### src/design/aope_pkg.sv
// Shared types and constants for the info age and prediction error block.
package aope_pkg;

   localparam int DATA_W     = 32;
   localparam int VEL_W      = 24;
   localparam int ACC_IN_W   = 17;
   localparam int MUL_A_W    = 34;
   localparam int PROD_W     = 66;
   localparam int ACC_W      = 84;
   localparam int REM_W      = 21;
   localparam int ROOT_STEPS = 32;
   localparam int CNT_W      = 6;
   localparam int REQ_DATA_W = 184;
   localparam int RSP_DATA_W = 96;

   // scale 2000000 = 2^7 * 15625; the odd part goes through a reciprocal multiply
   localparam int DEN_SHIFT = 7;
   localparam int DEN_N_W   = 46;
   localparam int RCP_SHIFT = 20;

   localparam logic [REM_W-1:0]   POS_SCALE  = 21'd2000000;
   localparam logic [DATA_W-1:0]  SAT_VAL    = 32'hFFFF_FFFF;
   localparam logic [ACC_W-1:0]   HALF_SCALE = 84'd1000000;
   // smallest magnitude whose rounded quotient reaches 2^32
   localparam logic [ACC_W-1:0]   SAT_LIM    = 84'd8589934591000000;
   // floor(2^45 / 15625)
   localparam logic [DATA_W-1:0]  RECIP      = 32'd2251799813;
   localparam logic [DATA_W-1:0]  DEN_ODD    = 32'd15625;
   localparam logic [DEN_N_W-1:0] DEN_X1     = 46'd15625;
   localparam logic [DEN_N_W-1:0] DEN_X2     = 46'd31250;
   localparam logic [DEN_N_W-1:0] DEN_X3     = 46'd46875;

   typedef enum logic {
      OP_MESSAGE = 1'b0,
      OP_SAMPLE  = 1'b1
   } op_type;

   typedef enum logic [4:0] {
      S_IDLE, S_TT, S_D, S_VT, S_ALO, S_AHI, S_SUBHI, S_SUBVT, S_MAG, S_HALF,
      S_RCP, S_QEST, S_RND, S_SQX, S_SQY, S_SQS, S_RINIT, S_ROOT, S_DONE
   } state_type;

   typedef enum logic [3:0] {
      MUL_TT, MUL_D, MUL_VT, MUL_ALO, MUL_AHI, MUL_RCP, MUL_QS, MUL_SQX, MUL_SQY
   } mul_sel_type;

   typedef enum logic [3:0] {
      DP_NONE, DP_TT, DP_ACC_LD, DP_VT, DP_ACC_SUB, DP_ACC_SUBHI, DP_ACC_SUBVT,
      DP_DIV_INIT, DP_DIV_HALF, DP_QEST, DP_ROUND, DP_SUM_LD, DP_SUM_ADD,
      DP_ROOT_INIT, DP_ROOT_STEP, DP_OUT
   } dp_op_type;

   typedef struct packed {
      logic        load;
      mul_sel_type mul_sel;
      dp_op_type   dp_op;
      logic        axis;
   } cmd_type;

   typedef struct packed {
      logic have_msg;
      logic out_free;
   } status_type;

endpackage

### src/design/aope_ctrl.sv
// Controller: sequences the shared multiplier, divider and square root steps.
module aope_ctrl
   import aope_pkg::*;
(
   input  logic       clock,
   input  logic       reset,
   input  logic       req_tvalid,
   input  logic       req_tuser,
   output logic       req_tready,
   input  status_type status,
   output cmd_type    cmd
);

   state_type        state_ff, state_in;
   logic [CNT_W-1:0] cnt_ff, cnt_in;
   logic             axis_ff, axis_in;

   always_ff @(posedge clock) begin
      if (reset) begin
         state_ff <= S_IDLE;
         cnt_ff   <= '0;
         axis_ff  <= 1'b0;
      end else begin
         state_ff <= state_in;
         cnt_ff   <= cnt_in;
         axis_ff  <= axis_in;
      end
   end

   always_comb begin
      state_in    = state_ff;
      cnt_in      = cnt_ff;
      axis_in     = axis_ff;
      req_tready  = 1'b0;
      cmd.load    = 1'b0;
      cmd.mul_sel = MUL_TT;
      cmd.dp_op   = DP_NONE;
      cmd.axis    = axis_ff;
      case (state_ff)
         S_IDLE: begin
            req_tready = 1'b1;
            axis_in    = 1'b0;
            if (req_tvalid) begin
               cmd.load = 1'b1;
               if (req_tuser == OP_SAMPLE && status.have_msg) begin
                  state_in = S_TT;
               end
            end
         end
         S_TT: begin
            cmd.mul_sel = MUL_TT;
            state_in    = S_D;
         end
         S_D: begin
            cmd.mul_sel = MUL_D;
            // second axis reuses t*t already captured
            cmd.dp_op   = axis_ff ? DP_NONE : DP_TT;
            state_in    = S_VT;
         end
         S_VT: begin
            cmd.mul_sel = MUL_VT;
            cmd.dp_op   = DP_ACC_LD;
            state_in    = S_ALO;
         end
         S_ALO: begin
            cmd.mul_sel = MUL_ALO;
            cmd.dp_op   = DP_VT;
            state_in    = S_AHI;
         end
         S_AHI: begin
            cmd.mul_sel = MUL_AHI;
            cmd.dp_op   = DP_ACC_SUB;
            state_in    = S_SUBHI;
         end
         S_SUBHI: begin
            cmd.dp_op = DP_ACC_SUBHI;
            state_in  = S_SUBVT;
         end
         S_SUBVT: begin
            cmd.dp_op = DP_ACC_SUBVT;
            state_in  = S_MAG;
         end
         S_MAG: begin
            cmd.dp_op = DP_DIV_INIT;
            state_in  = S_HALF;
         end
         S_HALF: begin
            cmd.dp_op = DP_DIV_HALF;
            state_in  = S_RCP;
         end
         S_RCP: begin
            cmd.mul_sel = MUL_RCP;
            state_in    = S_QEST;
         end
         S_QEST: begin
            cmd.mul_sel = MUL_QS;
            cmd.dp_op   = DP_QEST;
            state_in    = S_RND;
         end
         S_RND: begin
            cmd.dp_op = DP_ROUND;
            if (axis_ff) begin
               state_in = S_SQX;
            end else begin
               axis_in  = 1'b1;
               state_in = S_D;
            end
         end
         S_SQX: begin
            cmd.mul_sel = MUL_SQX;
            state_in    = S_SQY;
         end
         S_SQY: begin
            cmd.mul_sel = MUL_SQY;
            cmd.dp_op   = DP_SUM_LD;
            state_in    = S_SQS;
         end
         S_SQS: begin
            cmd.dp_op = DP_SUM_ADD;
            state_in  = S_RINIT;
         end
         S_RINIT: begin
            cmd.dp_op = DP_ROOT_INIT;
            cnt_in    = '0;
            state_in  = S_ROOT;
         end
         S_ROOT: begin
            cmd.dp_op = DP_ROOT_STEP;
            cnt_in    = cnt_ff + 1'b1;
            if (cnt_ff == CNT_W'(ROOT_STEPS - 1)) begin
               state_in = S_DONE;
            end
         end
         S_DONE: begin
            if (status.out_free) begin
               cmd.dp_op = DP_OUT;
               state_in  = S_IDLE;
            end
         end
         default: begin
            state_in = S_IDLE;
         end
      endcase
   end

endmodule

### config.mk
export PLATFORM = sky130hd
export DESIGN_NAME = aope_ctrl
export DESIGN_NICKNAME = d
export VERILOG_FILES = /design/src/design/aope_pkg.sv /design/src/design/aope_ctrl.sv
export SDC_FILE = /design/constraint.sdc
export NUM_CORES = 1
export LEC_CHECK = 0
export ABC_CLOCK_PERIOD_IN_PS = 1620
export BUFFER_PORTS_ARGS = -buffer_cell sky130_fd_sc_hd__buf_2
export CAP_MARGIN = 0
export CORE_ASPECT_RATIO = 0.7
export CORE_MARGIN = 2
export CORE_UTILIZATION = 46
export CTS_CLUSTER_DIAMETER = 30
export DETAILED_ROUTE_END_ITERATION = 7
export HOLD_SLACK_MARGIN = 0.02
export PLACE_DENSITY = 0.71
export SYNTH_ARGS = -nofsm -noshare
export SYNTH_HDL_FRONTEND = slang
export SYNTH_SLANG_ARGS = --single-unit
### constraint.sdc
create_clock -name clock -period 1.62 [get_ports clock]
set_input_delay 0.162 -clock clock [delete_from_list [all_inputs] [get_ports clock]]
set_output_delay 0.162 -clock clock [all_outputs]
set_load 0.01 [all_outputs]
==> run summary <==
OUTCOME
--------------------------------------------------------------------------------
Status                                                              complete, but fails checks
Violated checks                                                     setup timing

SYNTHESIS
--------------------------------------------------------------------------------
Yosys reg bits                                                                12
Adder-Cell Fraction of Synth Area                                          2.49%
Syn nets                                                                     134
Primary flip-flop cell chosen by synthesis mapping                  sky130_fd_sc_hd__dfxtp_1
Distinct cells, synth                                                         40
Seq/Total Area, Yosys                                                      26.6%
Post-synthesis instance area                                             905 um2
Ys Warns                                                                       0
Main combinational cell family by area after synthesis              simple AND/OR/NAND/NOR gates
Commonest cells in the netlist                                      sky130_fd_sc_hd__a21oi_1 (12), sky130_fd_sc_hd__dfxtp_1 (12), sky130_fd_sc_hd__nand2_1 (10), sky130_fd_sc_hd__o21ai_0 (10), sky130_fd_sc_hd__nor2_1 (8)
Synth top area cells                                                sky130_fd_sc_hd__dfxtp_1 (27%), sky130_fd_sc_hd__a21oi_1 (6.6%), sky130_fd_sc_hd__o21ai_0 (5.5%)
Synth area leader                                                   sky130_fd_sc_hd__dfxtp_1
Synth Area in Compound Gates                                               30.2%
Mean Syn Cell Area                                                      7.12 um2
Share of flip-flops with an asynchronous set or reset                         0%
Number of enable-type register cells in the synthesized netlist                0
Mux share of post-synthesis cell area                                         0%
XOR/XNOR Fraction of Synth Area                                           0.968%
Simple-Gate Fraction of Synth Area                                         30.8%
Share of the synthesized area in the top cell type                         26.6%
Synth Instances                                                              127

LAYOUT
--------------------------------------------------------------------------------
Antenna cells                                                                  0
Area of the multi-input gates                                            681 um2
Fraction of final layout cells with drive strength greater than 1          45.8%
# nets final                                                                 174
Fillcell total                                                               116
Final std cell area, no fill                                            1430 um2
Area Growth Syn to Fin                                                     57.7%
FF/Latch Area                                                            256 um2

CLOCKING
--------------------------------------------------------------------------------
Maximum level of the CTS H-tree                                                1
Clock transition at the registers of the reported paths                  0.08 ns
CTS Root Cell                                                       sky130_fd_sc_hd__clkbuf_4
Number of buffers added to fix hold violations after cts                       0
Number of buffers created by CTS                                               3
Worst-Skew Late Latency                                                  0.27 ns
CTS sink cnt                                                                  12
Bufs on Longest Clock Path                                                     2
Clock tree from TritonCTS                                                  built

TIMING
--------------------------------------------------------------------------------
Final hold viol count                                                          0
Unrepaired setup endpoints after global routing                              yes
Measured slew at the worst slew-check pin                               0.391 ns
Worst slew slack as a fraction of its limit                                73.3%
Clock period minus worst slack                                           1.71 ns
PnR worst setup slack                                                 -0.0929 ns
Post-Route Skew                                                       0.00296 ns
Final setup vio count                                                          9
Highest clock frequency the design can meet                            0.584 GHz
Worst hold-check slack                                                  0.172 ns
Final clock period utilization by the worst path                            106%
Pins over their slew limit                                                     0

WORST SETUP PATH
--------------------------------------------------------------------------------
Critical path cell sequence                                         buf_8, buf_6, a21oi_2, o31a_1, o22ai_1, buf_2
Type of the setup path with the least slack                           reg -> out
Critical register-to-register path startpoint                       cnt_ff[0]$_SDFFE_PP0P_
Critical path data required time                                         1.46 ns
Flop2flop setup slack                                                   -0.08 ns
Kind of launch point of the worst setup path                                flop
Data arrival time of the critical path                                   1.55 ns
Top cell family by delay on the critical path                       compound AO/OA/AOI/OAI gates
Max stage delay cell, worst path                                    sky130_fd_sc_hd__dfxtp_4
Worst reg2reg path depth                                                       5
Crit path largest cell delay                                             0.37 ns
Worst path buffer plus inverter count                                          3
Top fanout value on the critical path                                          7
Capturing point of the worst reg2reg path                           state_ff[1]$_SDFFE_PP0P_
Critical Path Sink Type                                              output port

GRT
--------------------------------------------------------------------------------
Number of antenna violations at the first check in global routing              0
Largest net degree at the start of global routing                             12
Congestion Overflow GR                                                         0
Global router's overall resource usage                                     26.4%
Vias in the first global route                                               955
First-pass GRT wire length                                               4.51 mm

ROUTE
--------------------------------------------------------------------------------
Count of antenna-violating nets left after detailed routing                    0
Starting DRT DRC Count                                                       112
DR vias/cell                                                                6.61
Residual DRC count                                                             0
Wire per inst                                                            20.0 um
First-pass iteration count of the detailed router                              8
Detailed-route wire length                                               3.76 mm
Via Count                                                                   1242

WORST HOLD PATH
--------------------------------------------------------------------------------
Worst hold path class                                                  in -> reg
Worst-case hold path end point                                      cnt_ff[1]$_SDFFE_PP0P_
Hold depth                                                                     2
Min-delay src                                                              reset

DIE
--------------------------------------------------------------------------------
Placeable core area                                                     1850 um2
Die span in x                                                            57.0 um
IO Pins                                                                       17
Die area                                                                2340 um2
Starting density of the core                                               48.8%
Overall die height                                                       41.1 um
# rows                                                                        13

POWER
--------------------------------------------------------------------------------
Reported leakage power                                               0.000579 uW
Power per standard cell area                                          452 nW/um2
Overall power consumption                                                 644 uW
Worst ir drop on vdd                                                  0.000606 V

PLACEMENT
--------------------------------------------------------------------------------
Cell area reported after detailed placement                             1050 um2
Number of buffer cells added on primary ports                                 16
Post-DP HPWL                                                             1.70 mm
Routability-driven placement congestion ratio                              0.825

FLOW RUN
--------------------------------------------------------------------------------
Maximum Capacitance Violations                                                 0

==> placed cells by master, fill, tap and decap left out, types with 4 or more instances in the layout <==
cell type	Yosys	final
sky130_fd_sc_hd__dfxtp_1	12	7
sky130_fd_sc_hd__nand2_1	10	9
sky130_fd_sc_hd__a21oi_1	12	11
sky130_fd_sc_hd__nor2_1	8	7
sky130_fd_sc_hd__buf_2	2	16
sky130_fd_sc_hd__buf_4	1	20
sky130_fd_sc_hd__o21ai_0	10	8
sky130_fd_sc_hd__dfxtp_4	0	4
sky130_fd_sc_hd__nand3_1	5	5
sky130_fd_sc_hd__buf_6	1	7
==> worst max-delay path by stage <==
stage | cells after the start | start | slack [ns] | end
finish | 6 | state_ff[2]$_SDFFE_PP0P_ | -0.09 | cmd[1]
global route | 6 | state_ff[0]$_SDFFE_PP0P_ | -0.15 | cmd[3]
CTS | 4 | state_ff[0]$_SDFFE_PP0P_ | -0.05 | cmd[9]
detailed placement | 5 | state_ff[2]$_SDFFE_PP0P_ | 0.06 | cnt_ff[5]$_SDFFE_PP0P_
global placement | 3 | state_ff[2]$_SDFFE_PP0P_ | 0.1 | state_ff[0]$_SDFFE_PP0P_
floorplan | 5 | state_ff[0]$_SDFFE_PP0P_ | 0.02 | state_ff[3]$_SDFFE_PP0P_
==> metal layers <==
layer  up-vias  wire [um]  track usage, %
met2       101       1680            44.8
li1        548          -               -
met5         -          0               0
met1       565       1490            34.2
met3        28        416            5.99
met4         0        170            8.72
==> final cells by class <==
| class | count | share of cell area, % |
|---|---|---|
| tap | 22 | 1.93 |
| sequential | 12 | 18.0 |
| clock buffer | 4 | 2.54 |
| multi-input combinational | 97 | 47.7 |
| inverter | 5 | 1.32 |
| timing repair buffer | 48 | 28.5 |
==> flip-flops by register name, summed over array words and instances (netlist names) <==
name      flops
axis_ff       1
cnt_ff        6
state_ff      5
==> per-stage QoR <==
stage | setup slack [ns] | setup TNS, ns | std cells | util, %
finish | -0.0929 | -0.384 | 188 | 76.9
global route | -0.150 | -0.931 | 188 | 76.9
CTS | -0.0489 | -0.0952 | 178 | 66.6
detailed placement | 0.0616 | 0 | 165 | 56.5
global placement | 0.0984 | 0 | 165 | 56.5
floorplan | 0.0199 | 0 | 127 | -
==> power breakdown <==
group          switching, uW  internal, uW  total [uW]
Clock                    105           137         242
Combinational           51.4          54.2         106
Sequential              4.82           292         296
==> logic make-up (layout without fill, tap and decap cells) <==
group	Yosys count	count (layout)
AND/OR/NAND/NOR	52	52
AO/OA/AOI/OAI	42	42
buffers and inverters	18	57
flip-flops	12	12
adder cells (fa/ha/maj)	2	2
XOR/XNOR	1	1
==> timing repair <==
item / 4_1_cts / 5_1_grt
setup buffers: 7 / 10
hold endpoints to repair: 0 / 0
resized for setup: 21 / 26
cloned: 2 / 0
pin swaps: 6 / 13
endpoints found under the setup margin: 8 / 16
Note: power is estimated with default switching activity, not from simulation.
